`src/rtl/tkns_pkg.sv`:
```
// shared types and constants for the top-k nearest search block
// used by the channel interfaces, the distance unit and the top level
package tkns_pkg;

   localparam int unsigned VALUE_W = 16;
   localparam int unsigned ID_W    = 32;
   localparam int unsigned DIST_W  = 42;
   localparam int unsigned DIM_W   = 11;
   localparam int unsigned TOPK_W  = 5;
   localparam int unsigned RANK_W  = 4;
   localparam int unsigned MODE_W  = 2;
   localparam int unsigned CSR_W   = 11;
   localparam int unsigned CSR_IDX_W = 1;

   localparam logic [CSR_IDX_W-1:0] CSR_DIM  = 1'b0;
   localparam logic [CSR_IDX_W-1:0] CSR_TOPK = 1'b1;

   localparam logic [DIM_W-1:0]  DIM_RESET  = 11'd128;
   localparam logic [TOPK_W-1:0] TOPK_RESET = 5'd16;

   typedef enum logic [MODE_W-1:0] {
      MODE_QUERY     = 2'd0,
      MODE_CANDIDATE = 2'd1,
      MODE_FINISH    = 2'd2,
      MODE_NONE      = 2'd3
   } mode_type;

   typedef enum logic [2:0] {
      ST_IDLE,
      ST_ELEM,
      ST_INS_SCAN,
      ST_INS_SHIFT,
      ST_EMIT_RD,
      ST_EMIT
   } state_type;

   // request payload
   typedef struct packed {
      logic [MODE_W-1:0]         mode;
      logic signed [VALUE_W-1:0] value;
      logic [ID_W-1:0]           candidate_id;
      logic                      last_element;
   } req_type;

   // result payload
   typedef struct packed {
      logic [ID_W-1:0]   result_id;
      logic [DIST_W-1:0] distance;
      logic [RANK_W-1:0] rank;
      logic              found;
      logic              last;
   } rsp_type;

   // one accumulate command for the distance unit
   typedef struct packed {
      logic                      valid;
      logic signed [VALUE_W-1:0] query_value;
      logic signed [VALUE_W-1:0] cand_value;
      logic                      clear;
   } acc_cmd_type;

endpackage

```
`src/rtl/tkns_dist_acc.sv`:
```
// squared difference accumulator with saturation at the distance width
// depends on tkns_pkg
module tkns_dist_acc (
   input  logic                         clock,
   input  logic                         reset,
   input  tkns_pkg::acc_cmd_type        cmd,
   output logic [tkns_pkg::DIST_W-1:0]  sum
);
   localparam int unsigned DIFF_W = tkns_pkg::VALUE_W + 1;
   localparam int unsigned SQ_W   = 2 * tkns_pkg::VALUE_W;

   logic signed [DIFF_W-1:0]       diff;
   logic [DIFF_W-1:0]              mag;
   logic [SQ_W-1:0]                sq;
   logic [tkns_pkg::DIST_W:0]      total;
   logic [tkns_pkg::DIST_W-1:0]    sum_ff;
   logic [tkns_pkg::DIST_W-1:0]    sum_in;

   // absolute difference and square (fits in 32 bits)
   always_comb begin
      diff  = DIFF_W'(cmd.query_value) - DIFF_W'(cmd.cand_value);
      mag   = diff[DIFF_W-1] ? DIFF_W'(-diff) : DIFF_W'(diff);
      sq    = SQ_W'(mag) * SQ_W'(mag);
      total = {1'b0, sum_ff} + (tkns_pkg::DIST_W + 1)'(sq);
      sum_in = sum_ff;
      if (cmd.clear) begin
         sum_in = '0;
      end else if (cmd.valid) begin
         sum_in = total[tkns_pkg::DIST_W] ? '1 : total[tkns_pkg::DIST_W-1:0];
      end
   end

   // accumulator register
   always_ff @(posedge clock) begin
      if (reset) begin
         sum_ff <= '0;
      end else begin
         sum_ff <= sum_in;
      end
   end

   assign sum = sum_ff;
endmodule
```
`config.mk`:
```
export PLATFORM = sky130hd
export DESIGN_NAME = tkns_dist_acc
export DESIGN_NICKNAME = d
export VERILOG_FILES = /design/src/rtl/tkns_pkg.sv /design/src/rtl/tkns_dist_acc.sv
export SDC_FILE = /design/constraint.sdc
export NUM_CORES = 1
export LEC_CHECK = 0
export BUFFER_PORTS_ARGS = -buffer_cell sky130_fd_sc_hd__buf_2
export CAP_MARGIN = 25
export CORE_MARGIN = 2
export CORE_UTILIZATION = 65
export DETAILED_ROUTE_END_ITERATION = 7
export GPL_TIMING_DRIVEN = 1
export PLACE_DENSITY_LB_ADDON = 0.3
export SKIP_LAST_GASP = 1
export SYNTH_ARGS = -nofsm -noshare
export SYNTH_HDL_FRONTEND = slang
export SYNTH_SLANG_ARGS = --single-unit
export TNS_END_PERCENT = 30
```
`constraint.sdc`:
```
create_clock -name clock -period 26.5 [get_ports clock]
set_input_delay 3.975 -clock clock [delete_from_list [all_inputs] [get_ports clock]]
set_output_delay 3.975 -clock clock [all_outputs]
set_load 0.03 [all_outputs]
```
==> qor.yml, run 1 <==
run_status:
  status: "completed"
routing:
  dr.pass1.iters: 4
  drcViolationCount: 0
  antenna_left: 0
  vias: 9923
  drt_wl_total_um: 27300
  drt_iter0_markers: 655
  vias_per_cell: 5.70
  wl_per_cell_um: 15.7
timing:
  fmax_mhz: 66.4
  finClkSkew_ns: 0.00799
  relSlewSlack_pct: 41.3
  setup_viol: 0
  rsz0062_at_grt: "false"
  post-route-min-period_ns: 15.05
  worst_slew_pin_slew_ns: 0.872
  drv_slew: 0
  setup-tns-final_ns: 0
  hold_viol: 0
  timing.final.ws_setup_ns: 11.45
  finalCritPeriodShare_pct: 56.8
synthesis:
  synthFlopType: "dfxtp_1"
  async_reset_ff_share_pct: 0
  synth_seq_cells: 42
  netlist_top_cells_count: "inv_1 (314), fa_1 (193), ha_1 (149), nand2_1 (119), a21oi_1 (96)"
  yosysMostFrequentCell: "inv_1"
  yosysTopAreaCellShare_pct: 32.0
  synthDistinctLibCells: 67
  syn-mean-instance-area_um2: 8.39
  synth-edff-count: 0
  syn_area_um2: 12100
  synth_top_cell_by_area: "fa_1"
  synth_area_leaders: "fa_1 (32%), ha_1 (15%), inv_1 (9.8%)"
  syn_inst: 1437
  ys_warn_count: 0
  synth_seq_area_share_pct: 6.97
floorplanning:
  die_h_um: 140
  design.core.area_um2: 18100
  dieWidth_um: 140
  ios: 78
  rows: 49
  dieArea_um2: 19700
  start_util_pct: 66.7
clocking:
  clock_tree.buffer_depth: 2
  cts_resized: 0
  cts.clk_slew.worst_paths_ns: 0.06
  cts_tree: "yes"
  hold_buffers: 0
  clock_sinks: 42
  h-tree-depth: 2
  post-cts-setup-buffers: 0
  numCtsBuffers: 5
  clk_latency_ns: 0.29
  cts_root_buffer: "clkbuf_16"
grt:
  busiest_layer: "met2"
  grt_overflow: 0
  grt_pass1_vias: 10100
  grt_pass1_wl_um: 45900
  use_met3_pct: 4.96
  grt_max_degree: 38
  antenna_found_initial: 0
  met1_usage_pct: 35.9
  track_usage_pct: 28.3
  met2_usage_pct: 50.2
final_layout:
  area_delta_synth_final_pct: 7.06
  drive_gt1_share_pct: 7.87
  n_antenna_cell: 0
  multiInputGateArea_um2: 9930
  nFillCells: 1408
  regArea_um2: 841
  largest_reg_flops: 42
  nets: 1889
placed_design:
  dp_hpwl_um: 23000
  place_congestion: 0.911
  place_ws_ns: 11.09
  io_buffers: 77
setup_path:
  cp_common_cell: "fa_1"
  cp_slowest_stage_delay_ns: 0.66
  cp_data_required_time_ns: 26.70
  crit_slowest_cell: "nor3_1"
  critPathCaptureType: "flop"
  cp.arrival_ns: 15.26
  crit_fanout: 12
  crit_path_start_kind: "input pin"
  crit_type: "in2reg"
min_path:
  hp-class: "reg2reg"
flow_run:
  drv_cap: 0
## through the flow
| stage | utilization (%) | cell area [um^2] | instances | hold WS (ns) |
|---|---|---|---|---|
| floorplan | - | 12100 | 1446 | 0.599 |
| global placement | 70.3 | 12700 | 1732 | 0.471 |
| detailed placement | 70.3 | 12700 | 1732 | 0.481 |
| CTS | 71.2 | 12900 | 1740 | 0.498 |
| global route | 71.4 | 12900 | 1741 | 0.537 |
| finish | 71.4 | 12900 | 1741 | 0.501 |
## metal layers
metal,share of wire [%],wire (um),vias up
li1,-,-,4776
met1,41,11300,4817
met2,51,13900,261
met4,2.6,704,0
met3,5.1,1390,69
met5,0,0,-
## final cells by class
| class | count | share of cell area, % |
|---|---|---|
| Clock buffer | 6 | 0.998 |
| Clock inverter | 2 | 0.291 |
| Inverter | 318 | 9.25 |
| Multi-Input combinational cell | 1055 | 76.9 |
| Sequential cell | 42 | 6.51 |
| Tap cell | 229 | 2.22 |
| Timing Repair Buffer | 89 | 3.84 |
## worst paths after layout
| check | cells after the start | startpoint | to | slack [ns] |
|---|---|---|---|---|
| max | 45 | cmd[1] | sum[41] | 11.45 |
| min | 2 | sum[36] | sum[36] | 0.50 |
| max reg2reg | 12 | sum[0] | sum[16] | 23.02 |
| min reg2reg | 2 | sum[36] | sum[36] | 0.50 |
## critical path, delay by kind of cell
family,cells,cell delay (ns)
AOI/OAI and AO/OA,19,3.76
and+or+nand+nor,7,1.76
xor gates and xnor gates,2,0.55
buffers and inverters,7,0.77
adders and majority gates,10,4.43
## kinds of logic after synthesis
logic type,synth area share (%)
flip-flops,6.97
other,0.0623
multiplexers,0.0830
XOR/XNOR,6.54
buffers and inverters,11.0
AND/OR/NAND/NOR,12.3
adder cells (fa/ha/maj),47.5
AO/OA/AOI/OAI,15.6
## cell usage in the layout, fill, tap and decap left out, types with 7 or more instances in the layout
cell type | netlist | layout
a211oi_1 | 10 | 10
a21o_1 | 46 | 46
a21oi_1 | 96 | 96
a31oi_1 | 13 | 13
and2_1 | 8 | 8
and3_1 | 12 | 12
buf_2 | 0 | 77
buf_4 | 2 | 11
conb_1 | 2 | 11
dfxtp_1 | 42 | 42
fa_1 | 193 | 193
ha_1 | 149 | 149
inv_1 | 314 | 314
nand2_1 | 119 | 119
nand2b_1 | 12 | 12
nand3_1 | 16 | 16
nand4_1 | 8 | 8
nor2_1 | 80 | 80
nor2b_1 | 11 | 11
nor3_1 | 17 | 17
o21a_1 | 16 | 16
o21ai_0 | 63 | 63
or3_1 | 7 | 7
xnor2_1 | 51 | 51
xor2_1 | 39 | 39
Power of run 1 is left out: the tool's default activity adds up to more than one toggle a clock period on the data nets, which glitch-free logic cannot reach.
==> inputs of run 2 (changes only) <==
CORE_UTILIZATION = 64   (was 65)
clock period = 14.5 ns   (was 26.5 ns; I/O delays follow)
==> qor.yml, run 2 (synthesized netlist as in run 1, its figures left out) <==
setup_path:
  cp_common_cell: "fa_1"
  critPathCaptureType: "flop"
  crit_slowest_cell: "fa_1"
  cp_num_buf_inv: 7
  crit_type: "in2reg"
  worst-r2r-cell-count: 12
  rrSetupSlack_ns: 11.04
  cp_data_required_time_ns: 14.67
  cp.arrival_ns: 13.32
  cp_slowest_stage_delay_ns: 0.55
  r2r_end: "sum[7]"
  worstReg2RegStart: "sum[0]"
  startpoint: "cmd[1]"
  crit_fanout: 12
  crit_path_start_kind: "input pin"
  critPathTopFamily: "adder cells"
routing:
  antenna_left: 0
  route.met3.wl_um: 1610
  top_layer_used: "met4"
  drcViolationCount: 0
  route.met2.wl_um: 13800
  drt_iter0_markers: 666
  wl_per_cell_um: 15.2
  dr.pass1.iters: 5
  vias_per_cell: 5.66
  met1_length_um: 10800
  vias: 9898
  drt_wl_total_um: 26600
min_path:
  hold_depth: 2
  hp-class: "reg2reg"
  min_to: "sum[36]"
  hp-start: "sum[36]"
clocking:
  cts.clk_slew.worst_paths_ns: 0.06
  cts_tree: "yes"
  clock_tree.buffer_depth: 2
  numCtsBuffers: 5
  clk_latency_ns: 0.29
  cts_root_buffer: "clkbuf_16"
  clock_sinks: 42
  hold_buffers: 0
  h-tree-depth: 2
  post-cts-setup-buffers: 0
  cts_resized: 0
timing:
  relSlewSlack_pct: 49.6
  hold_viol: 0
  timing.final.ws_setup_ns: 1.35
  worst_slew_pin_slew_ns: 0.751
  post-route-min-period_ns: 13.15
  rsz0062_at_grt: "false"
  hold_ws_ns: 0.501
  drv_slew: 0
  setup-tns-final_ns: 0
  finalCritPeriodShare_pct: 90.7
  fmax_mhz: 76.1
  setup_viol: 0
  finClkSkew_ns: 0.00882
grt:
  track_usage_pct: 27.2
  grt_pass1_vias: 9856
  grt_overflow: 0
  grt_pass1_wl_um: 44600
  grt_max_degree: 38
  antenna_found_initial: 0
final_layout:
  nFillCells: 1506
  drive_gt1_share_pct: 7.93
  final_common_cell: "inv_1"
  layout.cells.non_filler: 1748
  area_delta_synth_final_pct: 7.03
  largest_reg_flops: 42
  n_antenna_cell: 0
  nets: 1891
  final_cell_mix: "inv_1 (314), fa_1 (193), ha_1 (149)"
flow_run:
  drv_cap: 0
floorplanning:
  die_h_um: 141
  dieWidth_um: 141
  rows: 50
  design.core.area_um2: 18600
  ios: 78
  start_util_pct: 64.9
  dieArea_um2: 20000
placed_design:
  place_ws_ns: 1.21
  dp_hpwl_um: 22500
  io_buffers: 77
  place_congestion: 0.895
  place_inst: 1740
run_status:
  status: "completed"
## run 2: changes by cell type in the layout (fill, tap and decap cells not counted)
| cell | change |
|---|---|
| buf_4 | +3 |
| clkinvlp_4 | -1 |
| buf_16 | -1 |
| clkbuf_1 | +1 |
## run 2: worst reg2reg max path, cell delays in order, from the launching register on
cell,delay [ns]
dfxtp_1,0.32
ha_1,0.21
ha_1,0.21
a21o_1,0.20
a21oi_1,0.27
o21a_1,0.17
o21ai_0,0.16
o211ai_1,0.37
a31o_2,0.30
o211ai_1,0.12
a21oi_1,0.34
o21ai_0,0.31
o221a_2,0.36
## run 2: through the flow
stage               area (um^2)  util [%]
finish                    12900      69.5
global route              12900      69.5
CTS                       12900      69.5
detailed placement        12700      68.6
global placement          12700      68.6
floorplan                 12100         -
## run 2: per-layer routing
layer  track usage, %  vias to the layer above
li1                 -                     4766
met1             35.5                     4837
met2             48.7                      261
met3             4.45                       34
met4             4.63                        0
met5                0                        -
## run 2: cell type report
type	instances	area, um^2	area share (%)
clock buffers	7	133	1.03
clock inverters	1	30.0	0.233
inverters	318	1190	9.25
multi-input cells	1055	9930	76.9
flip-flops and latches	42	841	6.51
well taps	234	293	2.27
repair buffers	91	490	3.80
## run 2: worst max-delay path by stage
| stage | endpoint | depth (start not counted) | slack [ns] |
|---|---|---|---|
| after CTS | sum[41] | 45 | 1.51 |
| final | sum[7] | 44 | 1.35 |
| after detailed placement | sum[41] | 45 | 1.21 |
| after global placement | sum[38] | 45 | 1.65 |
| after global routing | sum[40] | 46 | 0.67 |
| after floorplan | sum[10] | 43 | 2.17 |
Power of run 2 is left out for the same reason.
==> inputs of run 3 (changes only) <==
CORE_ASPECT_RATIO = 0.8   (was default)
PLACE_DENSITY_LB_ADDON = 0.05   (was 0.3)
==> qor.yml, run 3 (synthesized netlist as in run 1, its figures left out) <==
setup_path:
  worst-r2r-cell-count: 12
  crit_fanout: 12
  cp_common_cell: "fa_1"
  cp.arrival_ns: 13.37
  critPathCaptureType: "flop"
  cp_data_required_time_ns: 14.71
  crit_path_start_kind: "input pin"
  crit_type: "in2reg"
  crit_slowest_cell: "fa_1"
  cp_slowest_stage_delay_ns: 0.54
clocking:
  hold_buffers: 0
  cts.clk_slew.worst_paths_ns: 0.07
  cts_resized: 0
  clock_tree.buffer_depth: 2
  post-cts-setup-buffers: 0
  cts_root_buffer: "clkbuf_16"
  numCtsBuffers: 5
  h-tree-depth: 2
  clock_sinks: 42
  cts_tree: "yes"
  clk_latency_ns: 0.29
timing:
  setup_viol: 0
  hold_viol: 0
  finClkSkew_ns: 0.00514
  fmax_mhz: 76.0
  worst_slew_pin_slew_ns: 0.842
  finalCritPeriodShare_pct: 90.7
  drv_slew: 0
  setup-tns-final_ns: 0
  post-route-min-period_ns: 13.16
  rsz0062_at_grt: "false"
  relSlewSlack_pct: 43.7
routing:
  route.met2.wl_um: 12700
  drt_iter0_markers: 524
  antenna_left: 0
  drcViolationCount: 0
  route.met3.wl_um: 1270
  top_layer_used: "met4"
  met1_length_um: 12200
  dr.pass1.iters: 7
  vias_per_cell: 5.54
  wl_per_cell_um: 15.0
  vias: 9790
  drt_wl_total_um: 26400
final_layout:
  final_cell_mix: "inv_1 (314), fa_1 (193), ha_1 (149)"
  nFillCells: 1541
  area_delta_synth_final_pct: 7.03
  n_antenna_cell: 0
  drive_gt1_share_pct: 8.00
  final_common_cell: "inv_1"
  multiInputGateArea_um2: 9930
  regArea_um2: 841
  largest_reg_flops: 42
  nets: 1890
grt:
  track_usage_pct: 27.9
  grt_pass1_vias: 9805
  grt_max_degree: 38
  grt_pass1_wl_um: 45400
  grt_overflow: 0
  antenna_found_initial: 0
placed_design:
  dp_hpwl_um: 22600
  place_congestion: 0.906
  io_buffers: 77
flow_run:
  drv_cap: 0
min_path:
  hold_depth: 2
  hp-class: "reg2reg"
floorplanning:
  dieWidth_um: 157
  die_h_um: 127
  dieArea_um2: 20000
  start_util_pct: 66.0
  design.core.area_um2: 18300
  rows: 44
  ios: 78
run_status:
  status: "completed"
-- run 3: cell count changes in the layout (fill, tap and decap cells not counted), sizes merged --
| cell | delta |
|---|---|
| buf | -1 |
| bufinv | -1 |
| clkinv | +2 |
| clkbuf | -2 |
| clkinvlp | +1 |
-- run 3: final cells by class --
type / instances / share of cell area (%)
clock buffer: 5 / 0.969
clock inverter: 3 / 0.165
inverter: 318 / 9.25
multi-input combinational: 1055 / 76.9
sequential: 42 / 6.51
timing repair buffer: 90 / 3.74
tap: 253 / 2.45
-- run 3: critical path, delay by kind of cell --
family,cells,cell delay (ns)
XOR/XNOR,2,0.66
adder cells (fa/ha/maj),10,4.34
AND/OR/NAND/NOR,12,2.53
AO/OA/AOI/OAI,14,2.94
buffers and inverters,7,0.74
-- run 3: per-stage QoR --
step / std cells / hold slack (ns) / setup WS (ns) / area, um^2 / utilization (%)
4_1_cts: 1766 / 0.506 / 1.46 / 12900 / 70.6
6_report: 1766 / 0.511 / 1.34 / 12900 / 70.6
2_1_floorplan: 1446 / 0.599 / 2.17 / 12100 / -
3_3_place_gp: 1758 / 0.480 / 1.46 / 12800 / 69.8
3_5_place_dp: 1758 / 0.494 / 1.18 / 12800 / 69.8
5_1_grt: 1766 / 0.526 / 0.465 / 12900 / 70.6
-- run 3: metal layers --
layer,vias to the layer above,global-route usage (%)
li1,4767,-
met4,0,3.53
met5,-,0
met3,22,3.42
met2,208,46.6
met1,4793,40.2
-- run 3: final timing paths --
kind / startpoint / endpoint / slack, ns
setup reg to reg: sum[0] / sum[16] / 10.98
setup / recovery: cmd[1] / sum[38] / 1.34
hold / removal: sum[36] / sum[36] / 0.51
hold reg to reg: sum[36] / sum[36] / 0.51
Power of run 3 is left out for the same reason.
